<file path="config.mk">
export PLATFORM = sky130hd
export DESIGN_NAME = resp_request_parser
export DESIGN_NICKNAME = d
export VERILOG_FILES = /design/src/hw/rtl/rrp_pkg.sv /design/src/hw/rtl/rrp_front.sv /design/src/hw/rtl/rrp_back.sv /design/src/hw/rtl/resp_request_parser.sv
export SDC_FILE = /design/constraint.sdc
export NUM_CORES = 1
export LEC_CHECK = 0
export BUFFER_PORTS_ARGS = -buffer_cell sky130_fd_sc_hd__buf_2
export CAP_MARGIN = 25
export CORE_MARGIN = 5
export CORE_UTILIZATION = 60
export CTS_CLUSTER_DIAMETER = 80
export DETAILED_ROUTE_END_ITERATION = 8
export PLACE_DENSITY_LB_ADDON = 0.08
export SKIP_CTS_REPAIR_TIMING = 1
export SYNTH_ARGS = -nofsm -noshare
export SYNTH_HDL_FRONTEND = slang
export SYNTH_SLANG_ARGS = --single-unit
</file>
<file path="constraint.sdc">
create_clock -name clk -period 18.6 [get_ports clk]
set_clock_uncertainty 0.15 [all_clocks]
set_input_delay 3.72 -clock clk [delete_from_list [all_inputs] [get_ports clk]]
set_output_delay 3.72 -clock clk [all_outputs]
set_load 0.03 [all_outputs]
</file>
<file path="src/hw/rtl/rrp_pkg.sv">
// ----------------------------------------------------------------------------
// rrp_pkg
// Shared types and constants of the request parser.
// ----------------------------------------------------------------------------
package rrp_pkg;

  localparam int unsigned ArgLimitDefault = 1024;
  localparam int unsigned HwArgCap        = 1024;

  localparam logic [10:0] MaxArgsReset   = 11'd64;
  localparam logic [20:0] MaxArgLenReset = 21'd65536;
  localparam logic [7:0]  DelimReset     = 8'd32;

  localparam logic [7:0] ChStar   = 8'h2A;
  localparam logic [7:0] ChDollar = 8'h24;
  localparam logic [7:0] ChZero   = 8'h30;
  localparam logic [7:0] ChNine   = 8'h39;
  localparam logic [7:0] ChCr     = 8'h0D;
  localparam logic [7:0] ChLf     = 8'h0A;

  // error field value on events that are not errors
  localparam logic [2:0] ErrNone = 3'd0;

  typedef enum logic [1:0] {
    CFG_MAX_ARGS    = 2'd0,
    CFG_MAX_ARG_LEN = 2'd1,
    CFG_DELIM       = 2'd2
  } cfg_idx_t;

  typedef enum logic [3:0] {
    PH_IDLE   = 4'd0,
    PH_CNT    = 4'd1,
    PH_CNT_LF = 4'd2,
    PH_DOL    = 4'd3,
    PH_LEN    = 4'd4,
    PH_LEN_LF = 4'd5,
    PH_DATA   = 4'd6,
    PH_DCR    = 4'd7,
    PH_DLF    = 4'd8,
    PH_INL    = 4'd9
  } phase_t;

  typedef enum logic [2:0] {
    K_FRAME   = 3'd0,
    K_DATA    = 3'd1,
    K_ARG_END = 3'd2,
    K_CMD_END = 3'd3,
    K_ERROR   = 3'd4
  } kind_t;

  typedef enum logic [2:0] {
    E_BAD_COUNT = 3'd0,
    E_BAD_LEN   = 3'd1,
    E_BAD_TERM  = 3'd2,
    E_LIMIT     = 3'd3,
    E_EMPTY_INL = 3'd4
  } err_t;

  // classified byte handed from front to back
  typedef struct packed {
    logic [7:0] data;
    logic       is_digit;
    logic       is_cr;
    logic       is_lf;
    logic       is_star;
    logic       is_dollar;
    logic       is_delim;
  } item_t;

endpackage

</file>
<file path="src/hw/rtl/rrp_front.sv">
// ----------------------------------------------------------------------------
// rrp_front
// Accepts request bytes, classifies them and holds them in a 2-entry queue.
// ----------------------------------------------------------------------------
module rrp_front import rrp_pkg::*; (
  input  logic       clk,
  input  logic       rst_n,
  input  logic       in_valid,
  output logic       in_ready,
  input  logic [7:0] in_byte,
  input  logic [7:0] delim,
  output logic       q_valid,
  output item_t      q_item,
  input  logic       q_pop
);

  item_t       mem_r [2];
  logic        wr_ptr_r, wr_ptr_nxt;
  logic        rd_ptr_r, rd_ptr_nxt;
  logic [1:0]  cnt_r, cnt_nxt;
  item_t       cls;
  logic        push;

  always_comb begin
    cls.data      = in_byte;
    cls.is_digit  = (in_byte >= ChZero) && (in_byte <= ChNine);
    cls.is_cr     = in_byte == ChCr;
    cls.is_lf     = in_byte == ChLf;
    cls.is_star   = in_byte == ChStar;
    cls.is_dollar = in_byte == ChDollar;
    cls.is_delim  = in_byte == delim;
  end

  assign in_ready = cnt_r != 2'd2;
  assign push     = in_valid && in_ready;
  assign q_valid  = cnt_r != 2'd0;
  assign q_item   = mem_r[rd_ptr_r];

  always_comb begin
    wr_ptr_nxt = wr_ptr_r ^ push;
    rd_ptr_nxt = rd_ptr_r ^ q_pop;
    cnt_nxt    = cnt_r + {1'b0, push} - {1'b0, q_pop};
  end

  always_ff @(posedge clk) begin
    if (push) begin
      mem_r[wr_ptr_r] <= cls;
    end
  end

  always_ff @(posedge clk) begin
    if (!rst_n) begin
      wr_ptr_r <= 1'b0;
      rd_ptr_r <= 1'b0;
      cnt_r    <= 2'd0;
    end else begin
      wr_ptr_r <= wr_ptr_nxt;
      rd_ptr_r <= rd_ptr_nxt;
      cnt_r    <= cnt_nxt;
    end
  end

endmodule

</file>
<file path="src/hw/rtl/rrp_back.sv">
// ----------------------------------------------------------------------------
// rrp_back
// Parser state machine; one classified byte per cycle into an output register, unless out_ready holds it.
// ----------------------------------------------------------------------------
module rrp_back import rrp_pkg::*; #(
  parameter int unsigned ARG_LIMIT = ArgLimitDefault
) (
  input  logic        clk,
  input  logic        rst_n,
  input  logic [10:0] max_args,
  input  logic [20:0] max_arg_len,
  input  logic        q_valid,
  input  item_t       q_item,
  output logic        q_pop,
  output logic        out_valid,
  input  logic        out_ready,
  output logic [24:0] out_data
);

  localparam int unsigned CapI = (ARG_LIMIT < HwArgCap) ? ARG_LIMIT : HwArgCap;
  localparam logic [10:0] Cap  = 11'(CapI);

  phase_t      phase_r, phase_nxt;
  logic [20:0] acc_r, acc_nxt;
  logic [10:0] args_r, args_nxt;
  logic [20:0] bytes_r, bytes_nxt;
  logic [9:0]  cur_r, cur_nxt;
  logic        has_r, has_nxt;
  logic        fe_r, fe_nxt;
  logic        clr;

  logic        ov_r;
  logic [24:0] od_r;

  kind_t       ev_kind;
  logic [2:0]  ev_err;
  logic [7:0]  ev_data;
  logic        ev_inl;

  logic [10:0] lim;
  logic [24:0] acc10;
  logic [20:0] num_lim;
  logic        dig_over;
  logic        inl_act;
  logic [21:0] acc1;
  logic        inl_lim_fail, inl_len_fail, inl_lf_fail, num_bad;
  logic [20:0] bytes_dec;
  logic [10:0] args_dec;

  assign q_pop = q_valid && (!ov_r || out_ready);

  assign lim          = (max_args < Cap) ? max_args : Cap;
  assign acc10        = {1'b0, acc_r, 3'b000} + {3'b000, acc_r, 1'b0}
                        + {21'd0, q_item.data[3:0]};
  assign num_lim      = (phase_r == PH_CNT) ? {10'd0, lim} : max_arg_len;
  assign dig_over     = acc10 > {4'd0, num_lim};
  assign inl_act      = (phase_r == PH_INL) || (phase_r == PH_IDLE && !q_item.is_star);
  assign acc1         = {1'b0, acc_r} + 22'd1;
  assign inl_lim_fail = !has_r && ({1'b0, cur_r} >= lim);
  assign inl_len_fail = acc1 > {1'b0, max_arg_len};
  assign inl_lf_fail  = fe_r || (cur_r == 10'd0 && !has_r);
  assign num_bad      = !has_r || acc_r == 21'd0;
  assign bytes_dec    = (bytes_r != 21'd0) ? bytes_r - 21'd1 : bytes_r;
  assign args_dec     = (args_r != 11'd0) ? args_r - 11'd1 : args_r;

  // next state
  always_comb begin
    phase_nxt = phase_r;
    acc_nxt   = acc_r;
    args_nxt  = args_r;
    bytes_nxt = bytes_r;
    cur_nxt   = cur_r;
    has_nxt   = has_r;
    fe_nxt    = fe_r;
    clr       = 1'b0;
    if (inl_act) begin
      phase_nxt = PH_INL;
      if (q_item.is_lf) begin
        clr = 1'b1;
      end else if (q_item.is_cr) begin
        phase_nxt = PH_INL;
      end else if (q_item.is_delim) begin
        if (has_r) begin
          cur_nxt = cur_r + 10'd1;
          has_nxt = 1'b0;
          acc_nxt = '0;
        end else if (cur_r == 10'd0) begin
          fe_nxt = 1'b1;
        end
      end else if (inl_lim_fail || inl_len_fail) begin
        clr = 1'b1;
      end else begin
        acc_nxt = acc1[20:0];
        has_nxt = 1'b1;
      end
    end else begin
      unique case (phase_r)
        PH_IDLE: phase_nxt = PH_CNT;
        PH_CNT, PH_LEN: begin
          if (q_item.is_digit) begin
            if (dig_over) begin
              clr = 1'b1;
            end else begin
              acc_nxt = acc10[20:0];
              has_nxt = 1'b1;
            end
          end else if (q_item.is_cr && !num_bad) begin
            if (phase_r == PH_CNT) phase_nxt = PH_CNT_LF;
            else phase_nxt = PH_LEN_LF;
          end else begin
            clr = 1'b1;
          end
        end
        PH_CNT_LF: begin
          if (!q_item.is_lf) begin
            clr = 1'b1;
          end else begin
            args_nxt  = acc_r[10:0];
            acc_nxt   = '0;
            has_nxt   = 1'b0;
            cur_nxt   = '0;
            phase_nxt = PH_DOL;
          end
        end
        PH_DOL: begin
          if (!q_item.is_dollar) begin
            clr = 1'b1;
          end else begin
            acc_nxt   = '0;
            has_nxt   = 1'b0;
            phase_nxt = PH_LEN;
          end
        end
        PH_LEN_LF: begin
          if (!q_item.is_lf) begin
            clr = 1'b1;
          end else begin
            bytes_nxt = acc_r;
            acc_nxt   = '0;
            has_nxt   = 1'b0;
            phase_nxt = PH_DATA;
          end
        end
        PH_DATA: begin
          bytes_nxt = bytes_dec;
          if (bytes_dec == 21'd0) phase_nxt = PH_DCR;
        end
        PH_DCR: begin
          if (!q_item.is_cr) clr = 1'b1;
          else phase_nxt = PH_DLF;
        end
        PH_DLF: begin
          if (!q_item.is_lf || args_dec == 11'd0) begin
            clr = 1'b1;
          end else begin
            args_nxt  = args_dec;
            cur_nxt   = cur_r + 10'd1;
            phase_nxt = PH_DOL;
          end
        end
        default: clr = 1'b1;
      endcase
    end
    if (clr) begin
      phase_nxt = PH_IDLE;
      acc_nxt   = '0;
      args_nxt  = '0;
      bytes_nxt = '0;
      cur_nxt   = '0;
      has_nxt   = 1'b0;
      fe_nxt    = 1'b0;
    end
  end

  // event fields
  always_comb begin
    ev_kind = K_FRAME;
    ev_err  = ErrNone;
    ev_data = '0;
    ev_inl  = inl_act;
    if (inl_act) begin
      if (q_item.is_lf) begin
        if (inl_lf_fail) begin
          ev_kind = K_ERROR;
          ev_err  = E_EMPTY_INL;
        end else begin
          ev_kind = K_CMD_END;
        end
      end else if (q_item.is_cr) begin
        ev_kind = K_FRAME;
      end else if (q_item.is_delim) begin
        if (has_r) ev_kind = K_ARG_END;
      end else if (inl_lim_fail || inl_len_fail) begin
        ev_kind = K_ERROR;
        ev_err  = E_LIMIT;
      end else begin
        ev_kind = K_DATA;
        ev_data = q_item.data;
      end
    end else begin
      unique case (phase_r)
        PH_IDLE: ev_kind = K_FRAME;
        PH_CNT, PH_LEN: begin
          if (q_item.is_digit) begin
            if (dig_over) begin
              ev_kind = K_ERROR;
              ev_err  = E_LIMIT;
            end
          end else if (q_item.is_cr) begin
            if (num_bad) begin
              ev_kind = K_ERROR;
              ev_err  = (phase_r == PH_CNT) ? E_BAD_COUNT : E_BAD_LEN;
            end
          end else if (q_item.is_lf) begin
            ev_kind = K_ERROR;
            ev_err  = E_BAD_TERM;
          end else begin
            ev_kind = K_ERROR;
            ev_err  = (phase_r == PH_CNT) ? E_BAD_COUNT : E_BAD_LEN;
          end
        end
        PH_CNT_LF, PH_LEN_LF, PH_DCR: begin
          if ((phase_r == PH_DCR) ? !q_item.is_cr : !q_item.is_lf) begin
            ev_kind = K_ERROR;
            ev_err  = E_BAD_TERM;
          end
        end
        PH_DOL: begin
          if (!q_item.is_dollar) begin
            ev_kind = K_ERROR;
            ev_err  = E_BAD_LEN;
          end
        end
        PH_DATA: begin
          ev_kind = K_DATA;
          ev_data = q_item.data;
        end
        PH_DLF: begin
          if (!q_item.is_lf) begin
            ev_kind = K_ERROR;
            ev_err  = E_BAD_TERM;
          end else if (args_dec == 11'd0) begin
            ev_kind = K_CMD_END;
          end else begin
            ev_kind = K_ARG_END;
          end
        end
        default: begin
          ev_kind = K_ERROR;
          ev_err  = E_BAD_TERM;
        end
      endcase
    end
  end

  always_ff @(posedge clk) begin
    if (!rst_n) begin
      phase_r <= PH_IDLE;
      acc_r   <= '0;
      args_r  <= '0;
      bytes_r <= '0;
      cur_r   <= '0;
      has_r   <= 1'b0;
      fe_r    <= 1'b0;
      ov_r    <= 1'b0;
    end else begin
      if (q_pop) begin
        phase_r <= phase_nxt;
        acc_r   <= acc_nxt;
        args_r  <= args_nxt;
        bytes_r <= bytes_nxt;
        cur_r   <= cur_nxt;
        has_r   <= has_nxt;
        fe_r    <= fe_nxt;
        ov_r    <= 1'b1;
      end else if (out_ready) begin
        ov_r    <= 1'b0;
      end
    end
  end

  always_ff @(posedge clk) begin
    if (q_pop) begin
      od_r <= {ev_inl, ev_err, cur_r, ev_data, ev_kind};
    end
  end

  assign out_valid = ov_r;
  assign out_data  = od_r;

endmodule

</file>
<file path="src/hw/rtl/resp_request_parser.sv">
// ----------------------------------------------------------------------------
// resp_request_parser
// Streaming RESP request parser: one event per request byte.
// ----------------------------------------------------------------------------
// Path: each input transaction is registered in a queue entry, then in the
//   parser stage's output register.
// Throughput: 1 byte per cycle while out_tready does not stall the result.
// Reset: synchronous active-low rst_n; parser idle, queue empty, registers
//   at max_args 64, max_arg_len 65536, delimiter 32.
module resp_request_parser import rrp_pkg::*; #(
  parameter int unsigned ARG_LIMIT = ArgLimitDefault
) (
  input  logic        clk,
  input  logic        rst_n,
  // input stream
  input  logic        in_tvalid,
  output logic        in_tready,
  input  logic [7:0]  in_tdata,   // [7:0] in_byte
  // result stream
  output logic        out_tvalid,
  input  logic        out_tready,
  output logic [31:0] out_tdata,  // [2:0] kind, [10:3] data_byte, [20:11] arg_index,
                                  // [23:21] error_code, [24] is_inline, [31:25] zero
  // configuration write
  input  logic        cfg_valid,
  output logic        cfg_ready,
  input  logic [1:0]  cfg_index,
  input  logic [31:0] cfg_data
);

  logic [10:0] max_args_r;
  logic [20:0] max_arg_len_r;
  logic [7:0]  delim_r;
  logic        q_valid, q_pop;
  item_t       q_item;
  logic [24:0] res;

  // config writes are always taken; indexes beyond the list are ignored
  assign cfg_ready = 1'b1;

  always_ff @(posedge clk) begin
    if (!rst_n) begin
      max_args_r    <= MaxArgsReset;
      max_arg_len_r <= MaxArgLenReset;
      delim_r       <= DelimReset;
    end else if (cfg_valid) begin
      unique case (cfg_index)
        CFG_MAX_ARGS:    max_args_r    <= cfg_data[10:0];
        CFG_MAX_ARG_LEN: max_arg_len_r <= cfg_data[20:0];
        CFG_DELIM:       delim_r       <= cfg_data[7:0];
        default:         ;
      endcase
    end
  end

  // front: byte classification and a 2-deep queue
  rrp_front u_front (
    .clk      (clk),
    .rst_n    (rst_n),
    .in_valid (in_tvalid),
    .in_ready (in_tready),
    .in_byte  (in_tdata),
    .delim    (delim_r),
    .q_valid  (q_valid),
    .q_item   (q_item),
    .q_pop    (q_pop)
  );

  // back: parser state machine with registered result
  rrp_back #(
    .ARG_LIMIT (ARG_LIMIT)
  ) u_back (
    .clk         (clk),
    .rst_n       (rst_n),
    .max_args    (max_args_r),
    .max_arg_len (max_arg_len_r),
    .q_valid     (q_valid),
    .q_item      (q_item),
    .q_pop       (q_pop),
    .out_valid   (out_tvalid),
    .out_ready   (out_tready),
    .out_data    (res)
  );

  assign out_tdata = {7'd0, res};

endmodule
</file>
== After elaboration in Yosys (flattened, before gate mapping) ==
Memory sizes are Yosys's and may differ from the RTL's. A register that Yosys moved wholly into a read port is not among the register bits.
Cells that the tools add are included.

* Bits in registers: 139
* Latch bits: 0
* Memory bits (writable): 28
* Bits in read-only memories: 0
* Output and inout port bits: 35
* Logic and storage cells: 245
* Memories: 1

* Add/sub/neg operators: 8
* Multiply operators: 0
* Divide/modulo/power cells: 0
* Magnitude comparators: 6
* Equality and inequality tests: 41
* Shift operators: 0
* Mux-type cells: 121
* Bitwise gates (word level): 2
* Reductions and logical operators: 51

{| class="wikitable"
|+ Memories
! memory !! depth !! width !! read ports !! clocked after memory_dff !! write ports !! RTL line !! RTL
|-
| u_front.mem_r || 2 || 14 || 1 || 1 || 1 || rrp_front.sv:17 || <nowiki>item_t mem_r [2];</nowiki>
|}

{| class="wikitable"
|+ Operators with widths
! operator !! count
|-
| $mux W21 || 16
|-
| $mux W10 || 8
|-
| $mux W3 || 23
|-
| $mux W11 || 6
|-
| $pmux W21 S3 || 1
|-
| $mux W8 || 6
|-
| $logic_not A21 Y1 || 2
|-
| $pmux W21 S2 || 1
|-
| $mux W4 || 10
|-
| $mux W1 || 38
|-
| $pmux W4 S8 || 1
|-
| $ne A4 B1 Y1 const B || 7
|-
| $add A24 B22 Y25 || 1
|-
| $add A25 B4 Y25 || 1
|-
| $gt A25 B21 Y1 || 1
|-
| $add A21 B1 Y22 const B || 1
|-
| $gt A22 B21 Y1 || 1
|-
| $pmux W11 S2 || 1
|-
| $reduce_bool A21 Y1 || 1
|-
| $sub A21 B1 Y21 const B || 1
|-
| $ne A4 B2 Y1 const B || 5
|-
| $pmux W10 S2 || 1
|-
| $reduce_and A10 Y1 || 2
|-
| $pmux W3 S6 || 1
|-
| other kinds (49) || 93
|}

== Depth between registers and ports, before layout ==
Gate-level depths: netlist of the first run.

* Depth in word-level cells: 12
* Gate-level depth with buffers: 25
* Gate-level depth less buffers: 21

== Hierarchy ==
Synthesis of the first run repeated with hierarchy kept, for this count alone.

* Cell total of the unflattened synthesis: 1395
* Area total of the unflattened synthesis: 12020.3 um^2

{| class="wikitable"
|+ By module, submodules not included
! module !! instances !! cells each !! area an instance (um^2) !! sequential area each (um^2)
|-
| rrp_back || 1 || 1137 || 8986.1 || 2152.1
|-
| resp_request_parser || 1 || 168 || 1614.0 || 800.8
|-
| rrp_front || 1 || 90 || 1420.1 || 940.9
|}

== Least setup slack after synthesis of the first run ==
Ideal clock, no wire load.

* Path kind: input to register
* From: input port out_tready
* To: register u_back.cur_r[1]
* Setup time: 0.148 ns
* Arrival: 5.814 ns
* Required time: 18.302 ns
* Setup slack: 12.488 ns
* Stages on the path: 8
* Cell sequence: nor2b_1 > or2_2 > clkbuf_1 > inv_1 > o21ai_0 > clkbuf_1 > o21ai_1 > o32ai_1

* Cells in the longest elaborated chain, start to end: 3

{| class="wikitable"
|+ Ends and longest elaborated chain
! item !! RTL line !! RTL
|-
| start: declaration || resp_request_parser.sv:21 || <nowiki>input logic out_tready,</nowiki>
|-
| $logic_or A1 B1 Y1 || rrp_back.sv:50 || <nowiki>assign q_pop = q_valid && (!ov_r || out_ready);</nowiki>
|-
| $logic_and A1 B1 Y1 || rrp_back.sv:50 ||
|-
| net q_pop || resp_request_parser.sv:34 || <nowiki>logic q_valid, q_pop;</nowiki>
|-
| $reduce_and A8 Y1 (no source line) || - ||
|-
| end signal: assignment || rrp_back.sv:272 || <nowiki>cur_r <= cur_nxt;</nowiki>
|-
| end: declaration || rrp_back.sv:27 || <nowiki>logic [9:0] cur_r, cur_nxt;</nowiki>
|}

The timed path passes the listed nets, and every way through them passes these cells.
A chain may end at the register's enable or synchronous reset.

==> results.py, run 1 <==
metrics = {
    "run_status": {
        "status": "finished clean",
    },
    "floorplanning": {
        "die_y_um": 152,
        "start_util": 0.614,
        "dieArea_sq_mm": 0.0230,
        "io_pins": 82,
        "rows": 51,
        "die_w_um": 152,
        "core_area_sq_mm": 0.0197,
    },
    "routing": {
        "wl_met1_um": 14600,
        "via_per_inst": 6.36,
        "first_pass_iters": 5,
        "route.met2.wl_um": 15200,
        "dr.first_iter.drc_count": 1032,
        "drc_errors": 0,
        "drtAntennaViolNets": 0,
        "top_layer_used": "met4",
        "wl_um": 32800,
        "vias": 10900,
        "dr_wl_met3_um": 2480,
        "wl_per_cell_um": 19.0,
    },
    "grt": {
        "overflow": 0,
        "antenna_found_initial": 0,
        "grt_pass1_vias": 10100,
        "grt_max_degree": 51,
        "grt_use_total": 0.275,
        "grt_pass1_wl_um": 52700,
    },
    "timing": {
        "fmax_mhz": 128,
        "rsz0062_at_grt": "false",
        "fin_tns_setup_ps": 0,
        "tightest_slew_ps": 1100,
        "finalCriticalPeriod_ps": 7840,
        "setup-violations-final": 0,
        "slew_headroom": 0.259,
        "period_share": 0.422,
        "hold_violations": 0,
        "maxSlewViolCount": 0,
    },
    "power": {
        "ir_worst_vdd_uv": 89.2,
        "power_density_mw_per_mm2": 111,
        "finalPower_uw": 1450,
        "leakage_uw": 0.00543,
    },
    "worst_setup_path": {
        "worstPathArrival_ps": 8050,
        "startpoint_type": "register",
        "crit_buf_inv": 1,
        "crit_type": "register to register",
        "critPathMaxStageDelay_ps": 960,
        "cp_slowest_cell": "dfxtp_1",
        "critPathMaxFanout": 21,
        "cp.required_ps": 18810,
        "cp_cell_sequence": "mux2i_1, fa_1, inv_1, fa_1, a21o_1, a221oi_2, nor3_1, o211a_1, o21ai_0, nor3b_1, nor2_1, ha_1, and4_1, nand2_1, nor4_1, o21bai_1, a32oi_1, o2111ai_1, a21o_1, a22oi_4, mux2i_1",
        "critPathTopFamily": "compound AO/OA/AOI/OAI gates",
        "endpoint_kind": "register",
    },
    "logic_synthesis": {
        "ys_seq_area_frac": 0.323,
        "ys_ff_latch": 168,
        "synth_warnings": 0,
        "yosys-top-cells-area": "dfxtp_1 (19%), edfxtp_1 (13%), ha_1 (11%)",
        "synth.top_cells.by_count": "nand2_1 (171), nor2_1 (128), dfxtp_1 (115), a21oi_1 (113), ha_1 (104)",
        "yosysMostFrequentCell": "nand2_1",
        "synth_top_area_share": 0.191,
        "yosysTopAreaCell": "dfxtp_1",
        "ys_async_sr_fraction": 0,
        "synth_area_sq_mm": 0.0121,
        "synthFlopType": "dfxtp_1",
        "synth_edf_count": 53,
        "synth.distinct_cells": 87,
        "synth_cells": 1427,
        "synth_area_per_cell_sq_um": 8.46,
    },
    "finish": {
        "area_growth_pct": 8.30,
        "final_layout_size_suffix_gt1_frac": 0.0975,
        "antenna_cells": 0,
        "post-route-util": 0.665,
        "layout.nets": 1597,
    },
    "cts": {
        "tritoncts": "done",
        "clk_pin_slew_worst_paths_ps": 80,
        "cts_buffers": 17,
        "cts.sink_count": 168,
        "clock_latency_ps": 440,
        "clock_path_buffers": 2,
        "root_buffer": "clkbuf_16",
        "htreeDepth": 4,
    },
    "place": {
        "gp_congestion": 0.932,
        "portBuffers": 62,
        "hpwl_um": 24300,
    },
    "run": {
        "cap_violations": 0,
    },
    "hold_path": {
        "hold_class": "register to register",
    },
}
-- power breakdown --
part           internal [uW]  switching (uW)
clock                    182             175
sequential               436            41.7
combinational            194             421
total                    812             637
-- logic make-up after synthesis --
logic type | after synthesis | synth area share
compound gates | 354 | 0.204
xor+xnor | 54 | 0.0392
fa+ha+maj | 106 | 0.111
buf+inv | 146 | 0.0511
flops | 168 | 0.323
mux | 68 | 0.0582
other cells | 2 | 0.000622
simple gates | 529 | 0.213
-- registers in the layout, summed over array words and instances (netlist names), named ones only --
register          cells
max_args_r           11
max_arg_len_r        21
u_front.wr_ptr_r      1
u_back.has_r          1
u_front.rd_ptr_r      1
u_back.phase_r        4
u_back.out_valid      1
u_back.fe_r           1
u_back.args_r        11
u_back.cur_r         10
u_back.out_data      25
u_back.bytes_r       21
delim_r               8
u_front.cnt_r         2
u_back.acc_r         21
u_front.mem_r        28
-- per-layer routing --
layer / GRT usage / vias up
li1: - / 5274
met1: 0.383 / 5182
met5: 0 / -
met4: 0.0616 / 0
met3: 0.0395 / 48
met2: 0.456 / 444
-- layout make-up --
class	instances	area, sq um
inverter	66	248
sequential	168	3890
tap	265	332
multi-input combinational	1119	7580
clock buffer	17	425
clock inverter	15	178
timing repair buffer	72	409
fill	1680	6580
-- per-stage QoR --
step           area (sq um)  instances  hold slack (ps)  setup slack (ps)
6_report              13100       1722              324             10760
2_1_floorplan         12100       1433              287             12490
5_1_grt               13100       1722              347             10300
3_3_place_gp          12400       1688              306             11010
3_5_place_dp          12400       1689              311             10930
4_1_cts               13000       1721              323             10890
-- final timing paths --
path | from | to | slack [ps] | depth (start not counted)
setup reg to reg | register | u_back.acc_r[2] | 10760 | 21
setup / recovery | register | u_back.acc_r[2] | 10760 | 21
hold / removal | max_arg_len_r[6] | max_arg_len_r[6] | 320 | 2
hold reg to reg | max_arg_len_r[6] | max_arg_len_r[6] | 320 | 2
-- worst register-to-register path, stage by stage, from the launching register on --
cell	delay, ps
dfxtp_1	960
mux2i_1	320
fa_1	560
inv_1	70
fa_1	470
a21o_1	200
a221oi_2	340
nor3_1	180
o211a_1	290
o21ai_0	200
nor3b_1	380
nor2_1	110
ha_1	310
and4_1	280
nand2_1	80
nor4_1	420
o21bai_1	110
a32oi_1	330
o2111ai_1	470
a21o_1	520
a22oi_4	760
mux2i_1	270
-- layout by cell type (no fill, tap or decap), types with 16 or more instances in the layout --
cell type  synthesis  final
a211oi_1          17     17
ha_1             104    104
nand4_1           20     20
nand3_1           39     39
a21oi_1          113    113
nand2b_1          20     20
dfxtp_1          115    115
edfxtp_1          53     53
inv_1             65     65
nor2_1           128    128
buf_2              9     62
a21o_1            24     24
a221o_1           18     18
clkbuf_16          0     17
nand2_1          171    171
o21ai_0           46     46
nor4_1            16     16
xnor2_1           41     41
mux2i_1           60     60
nor3_1            35     35
Note: power is estimated with default switching activity, not from simulation.
==> run 2, diff against run 1 <==
--- a/config.mk
+++ b/config.mk
@@ -5,6 +5,7 @@
 export SDC_FILE = /design/constraint.sdc
 export NUM_CORES = 1
 export LEC_CHECK = 0
+export ABC_AREA = 1
 export BUFFER_PORTS_ARGS = -buffer_cell sky130_fd_sc_hd__buf_2
 export CAP_MARGIN = 25
 export CORE_MARGIN = 5
==> constraint.sdc (replaced) <==
create_clock -name clk -period 8.2 [get_ports clk]
set_clock_uncertainty 0.15 [all_clocks]
set_input_delay 1.64 -clock clk [delete_from_list [all_inputs] [get_ports clk]]
set_output_delay 1.64 -clock clk [all_outputs]
set_load 0.03 [all_outputs]
==> run 2 against run 1 <==
- first-iteration DRC count is 4.0% lower
- flip-flop and latch count stayed put
- fmax increased by 19%
- count of clock-buffer cells in the layout unchanged
- non-clock buffer count is 5 lower
- critical path type unchanged
- global-route usage rose by 1.5 points
- worst hold slack lost 4.9 ps
- via count grew 9.9%
- highest routed layer unchanged
- critical path depth increased by 9
==> results.py, run 2 <==
metrics = {
    "run_status": {
        "status": "finished clean",
    },
    "floorplanning": {
        "die_y_um": 155,
        "io_pins": 82,
        "dieArea_sq_mm": 0.0240,
        "start_util": 0.605,
        "die_w_um": 155,
        "rows": 53,
        "core_area_sq_mm": 0.0208,
    },
    "logic_synthesis": {
        "ys_ff_latch": 168,
        "synth_cells": 1862,
        "synth_edf_count": 53,
        "synth_area_sq_mm": 0.0126,
        "synth.distinct_cells": 59,
        "synth_area_per_cell_sq_um": 6.76,
        "yosysTopAreaCell": "dfxtp_1",
        "ys_async_sr_fraction": 0,
        "synth_warnings": 0,
        "ys_seq_area_frac": 0.309,
        "synth_top_area_share": 0.183,
        "synthFlopType": "dfxtp_1",
        "synth.top_cells.by_count": "nand2_1 (475), nor2_1 (265), inv_1 (204), o21ai_0 (119), dfxtp_1 (115)",
        "yosys-top-cells-area": "dfxtp_1 (18%), nand2_1 (14%), edfxtp_1 (13%)",
        "yosysMostFrequentCell": "nand2_1",
    },
    "finish": {
        "antenna_cells": 0,
        "top_register": "u_front.mem_r",
        "final_layout_size_suffix_gt1_frac": 0.0825,
        "area_growth_pct": 7.92,
        "layoutNonFillerInstCount": 2178,
        "final_common_cell": "nand2_1",
        "layout.nets": 2043,
        "final_cell_mix": "nand2_1 (475), nor2_1 (265), inv_1 (204)",
        "post-route-util": 0.653,
        "largest_reg_flops": 28,
    },
    "routing": {
        "drtAntennaViolNets": 0,
        "dr.first_iter.drc_count": 991,
        "first_pass_iters": 5,
        "wl_per_cell_um": 16.1,
        "wl_um": 35000,
        "vias": 12000,
        "drc_errors": 0,
        "via_per_inst": 5.52,
    },
    "place": {
        "portBuffers": 62,
        "gp_congestion": 0.969,
        "hpwl_um": 26800,
        "placedCellCount": 2146,
    },
    "timing": {
        "setup-violations-final": 0,
        "slew_headroom": 0.334,
        "rsz0062_at_grt": "false",
        "finalCriticalPeriod_ps": 6600,
        "fmax_mhz": 152,
        "tightest_slew_ps": 997,
        "period_share": 0.805,
        "fin_tns_setup_ps": 0,
        "hold_violations": 0,
        "maxSlewViolCount": 0,
    },
    "hold_path": {
        "whs_path_depth": 2,
        "hp-start": "max_args_r[0]",
        "min_to": "max_args_r[0]",
        "hold_class": "register to register",
    },
    "grt": {
        "grt_pass1_wl_um": 56100,
        "overflow": 0,
        "grt_use_total": 0.289,
        "antenna_found_initial": 0,
        "grt_pass1_vias": 11000,
        "grt_max_degree": 53,
    },
    "worst_setup_path": {
        "reg2reg_depth": 30,
        "r2r-end": "u_back.acc_r[19]",
        "endpoint_kind": "register",
        "startpoint_type": "register",
        "critPathMaxStageDelay_ps": 500,
        "r2r_slack_ps": 1600,
        "crit_type": "register to register",
        "critPathMaxFanout": 33,
        "path_common_cell": "nand2_1",
        "cp.required_ps": 8380,
        "crit_buf_inv": 3,
        "critPathTopFamily": "simple AND/OR/NAND/NOR gates",
        "worstPathArrival_ps": 6780,
        "cp_slowest_cell": "fa_1",
    },
    "power": {
        "ir_worst_vdd_uv": 292,
        "leakage_uw": 0.00657,
        "finalPower_uw": 6150,
        "power_density_mw_per_mm2": 452,
    },
    "cts": {
        "clk_pin_slew_worst_paths_ps": 80,
        "clock_path_buffers": 2,
        "clock_latency_ps": 450,
        "cts.sink_count": 168,
        "htreeDepth": 4,
        "root_buffer": "clkbuf_16",
        "cts_buffers": 17,
        "tritoncts": "done",
    },
    "run": {
        "cap_violations": 0,
    },
}
==> run 2: how the worst max path moves through the flow <==
stage	slack, ps	startpoint	end	depth (start not counted)
2_1_floorplan	3460	register	u_back.bytes_r[5]	30
3_3_place_gp	1820	register	u_back.acc_r[4]	30
3_5_place_dp	1690	register	u_back.acc_r[19]	30
4_1_cts	1650	register	u_back.acc_r[19]	30
5_1_grt	1120	register	u_back.acc_r[5]	30
6_report	1600	register	u_back.acc_r[19]	30
==> run 2: per-stage QoR <==
stage | setup slack [ps] | area (sq um) | hold WS [ps]
CTS | 1650 | 13600 | 315
floorplan | 3460 | 12600 | 279
global route | 1120 | 13600 | 326
finish | 1600 | 13600 | 319
global placement | 1820 | 12900 | 290
detailed placement | 1690 | 12900 | 304
==> run 2: power breakdown <==
group	switching, uW	internal, uW	total (uW)
Combinational	2720	1240	3960
Clock	435	426	861
Sequential	210	1120	1330
==> run 2: cell families after synthesis <==
group                    after synthesis  synth area share
AND/OR/NAND/NOR                      968             0.328
buffers and inverters                280            0.0936
AO/OA/AOI/OAI                        275             0.118
flip-flops                           168             0.309
adder cells (fa/ha/maj)              106             0.107
XOR/XNOR                              59            0.0410
multiplexers                           4           0.00318
other                                  2          0.000597
==> run 2: metal layers <==
| layer | wire, um | vias to the layer above | part of all wire | track usage |
|---|---|---|---|---|
| met2 | 15700 | 403 | 0.45 | 0.462 |
| li1 | - | 6134 | - | - |
| met5 | 0 | - | 0 | 0 |
| met4 | 777 | 0 | 0.022 | 0.0807 |
| met3 | 2370 | 47 | 0.068 | 0.0420 |
| met1 | 16200 | 5447 | 0.46 | 0.412 |
==> run 2: area by class of cell <==
class	instances	area, sq um
clock buffers	17	425
clock inverters	15	211
fillers	1922	7240
inverters	216	813
multi-input cells	1420	7550
flip-flops and latches	168	3890
well taps	275	344
repair buffers	67	348
==> run 2: worst reg2reg max path: cells and delay by family, from the launching register on <==
kind / cells / cell delay (ps)
compound gates: 3 / 460
flops: 1 / 320
buf+inv: 3 / 440
mux: 1 / 440
xor+xnor: 1 / 240
simple gates: 19 / 3430
fa+ha+maj: 3 / 1020
==> run 3, diff against run 2 <==
--- a/config.mk
+++ b/config.mk
@@ -5,11 +5,11 @@
 export SDC_FILE = /design/constraint.sdc
 export NUM_CORES = 1
 export LEC_CHECK = 0
-export ABC_AREA = 1
+export ABC_AREA = 0
 export BUFFER_PORTS_ARGS = -buffer_cell sky130_fd_sc_hd__buf_2
 export CAP_MARGIN = 25
 export CORE_MARGIN = 5
-export CORE_UTILIZATION = 60
+export CORE_UTILIZATION = 56
 export CTS_CLUSTER_DIAMETER = 80
 export DETAILED_ROUTE_END_ITERATION = 8
 export PLACE_DENSITY_LB_ADDON = 0.08
==> constraint.sdc (replaced) <==
create_clock -name clk -period 5.8 [get_ports clk]
set_clock_uncertainty 0.15 [all_clocks]
set_input_delay 1.16 -clock clk [delete_from_list [all_inputs] [get_ports clk]]
set_output_delay 1.16 -clock clk [all_outputs]
set_load 0.03 [all_outputs]
==> run 3 against run 2 <==
- the flow now finishes with violations (negative setup slack)
- sequential power grew 11%
- count of clock-buffer cells in the layout is the same
- global-route usage shrank 0.11 points
- utilization is 1.2 points higher
- worst hold slack better by 3.7 ps
- largest cell class unchanged
- flip-flop and latch count unchanged
==> results.py, run 3 (synthesis results as in run 1) <==
metrics = {
    "run_status": {
        "status": "finished, violations left",
        "violations": "negative setup slack",
    },
    "routing": {
        "drtAntennaViolNets": 0,
        "via_per_inst": 6.20,
        "first_pass_iters": 6,
        "wl_per_cell_um": 19.4,
        "wl_um": 35300,
        "dr.first_iter.drc_count": 1252,
        "vias": 11300,
        "drc_errors": 0,
    },
    "timing": {
        "setup_slack_ps": -21.1,
        "tightest_slew_ps": 1040,
        "hold_slack_ps": 323,
        "slew_headroom": 0.297,
        "fmax_mhz": 172,
        "setup-violations-final": 7,
        "finalCriticalPeriod_ps": 5820,
        "rsz0062_at_grt": "true",
        "maxSlewViolCount": 0,
        "period_share": 1.00,
        "hold_violations": 0,
    },
    "finish": {
        "largest_reg_flops": 28,
        "layoutNonFillerInstCount": 1820,
        "area_growth_pct": 16.5,
        "final_cell_mix": "nand2_1 (171), nor2_1 (128), dfxtp_1 (114)",
        "layout.nets": 1685,
        "antenna_cells": 0,
        "post-route-util": 0.665,
        "fin_area_sq_mm": 0.0141,
        "final_common_cell": "nand2_1",
        "final_layout_size_suffix_gt1_frac": 0.173,
        "top_register": "u_front.mem_r",
    },
    "place": {
        "placedCellCount": 1773,
        "place_area_sq_mm": 0.0131,
        "gp_congestion": 0.986,
        "hpwl_um": 26100,
        "preCtsSetupSlack_ps": -146,
        "portBuffers": 62,
    },
    "worst_setup_path": {
        "critPathMaxFanout": 5,
        "worstPathArrival_ps": 6050,
        "endpoint_kind": "register",
        "startpoint_type": "register",
        "cp.required_ps": 6030,
        "crit_type": "register to register",
    },
    "floorplanning": {
        "die_y_um": 157,
        "die_w_um": 157,
        "rows": 53,
        "core_area_sq_mm": 0.0212,
        "io_pins": 82,
        "dieArea_sq_mm": 0.0246,
        "start_util": 0.570,
    },
    "cts": {
        "cts.sink_count": 168,
        "clock_path_buffers": 2,
        "root_buffer": "clkbuf_16",
        "tritoncts": "done",
        "cts_buffers": 17,
        "htreeDepth": 4,
        "clk_pin_slew_worst_paths_ps": 80,
        "clock_latency_ps": 440,
    },
    "grt": {
        "grt_pass1_vias": 10800,
        "antenna_found_initial": 0,
        "grt_pass1_wl_um": 56900,
        "grt_max_degree": 52,
        "grt_use_total": 0.288,
        "overflow": 0,
    },
    "power": {
        "leakage_uw": 0.00596,
        "power_density_mw_per_mm2": 370,
        "ir_worst_vdd_uv": 271,
    },
    "hold_path": {
        "hold_class": "register to register",
        "hp-start": "max_arg_len_r[8]",
    },
    "run": {
        "cap_violations": 0,
    },
}
## run 3: area by class of cell
class	instances	area, sq um
Multi-Input combinational cell	1119	7810
Fill cell	1758	7090
Sequential cell	168	3900
Timing Repair Buffer	160	1160
Clock buffer	17	425
Tap cell	275	344
Inverter	66	248
Clock inverter	15	176
## run 3: worst paths after layout
kind,slack [ps],depth (start not counted),end
worst max-delay path,-20,26,u_back.bytes_r[19]
worst min register to register,320,2,max_arg_len_r[8]
worst min-delay path,320,2,max_arg_len_r[8]
worst max register to register,-20,26,u_back.bytes_r[19]
## run 3: through the flow
step,total power [uW],TNS [ps]
2_1_floorplan,3000,0
3_3_place_gp,3770,0
3_5_place_dp,3800,-2650
4_1_cts,4970,-4760
5_1_grt,5470,-6570
6_report,5200,-88.3
## run 3: power by group
| part | leakage (uW) | internal (uW) | switching [uW] | total (uW) |
|---|---|---|---|---|
| clock | 0.000294 | 585 | 578 | 1160 |
| combinational | 0.00421 | 998 | 1560 | 2560 |
| sequential | 0.00145 | 1400 | 72.6 | 1470 |
## run 3: metal layers
metal | track usage | wire, um
met1 | 0.410 | 15700
met2 | 0.454 | 16200
met3 | 0.0429 | 2580
met4 | 0.0884 | 934
met5 | 0 | 0
## run 3: worst max-delay path, cell delays in order, from the launching register on
cell       delay (ps)
dfxtp_4           380
buf_4             110
mux2_2            340
ha_1              190
ha_2              190
fa_2              390
a21o_1            230
a221oi_4          330
o21bai_1          140
a21oi_2           160
o21bai_1          110
a21oi_1           180
xnor2_1           160
ha_1              270
and2_4            150
a221o_1           360
a211oi_2          190
o211ai_1          120
a32oi_1           160
buf_4             160
o2111ai_2          90
buf_6             170
a2111oi_4         430
buf_4             190
a21o_1            160
buf_6             130
a22o_1            130
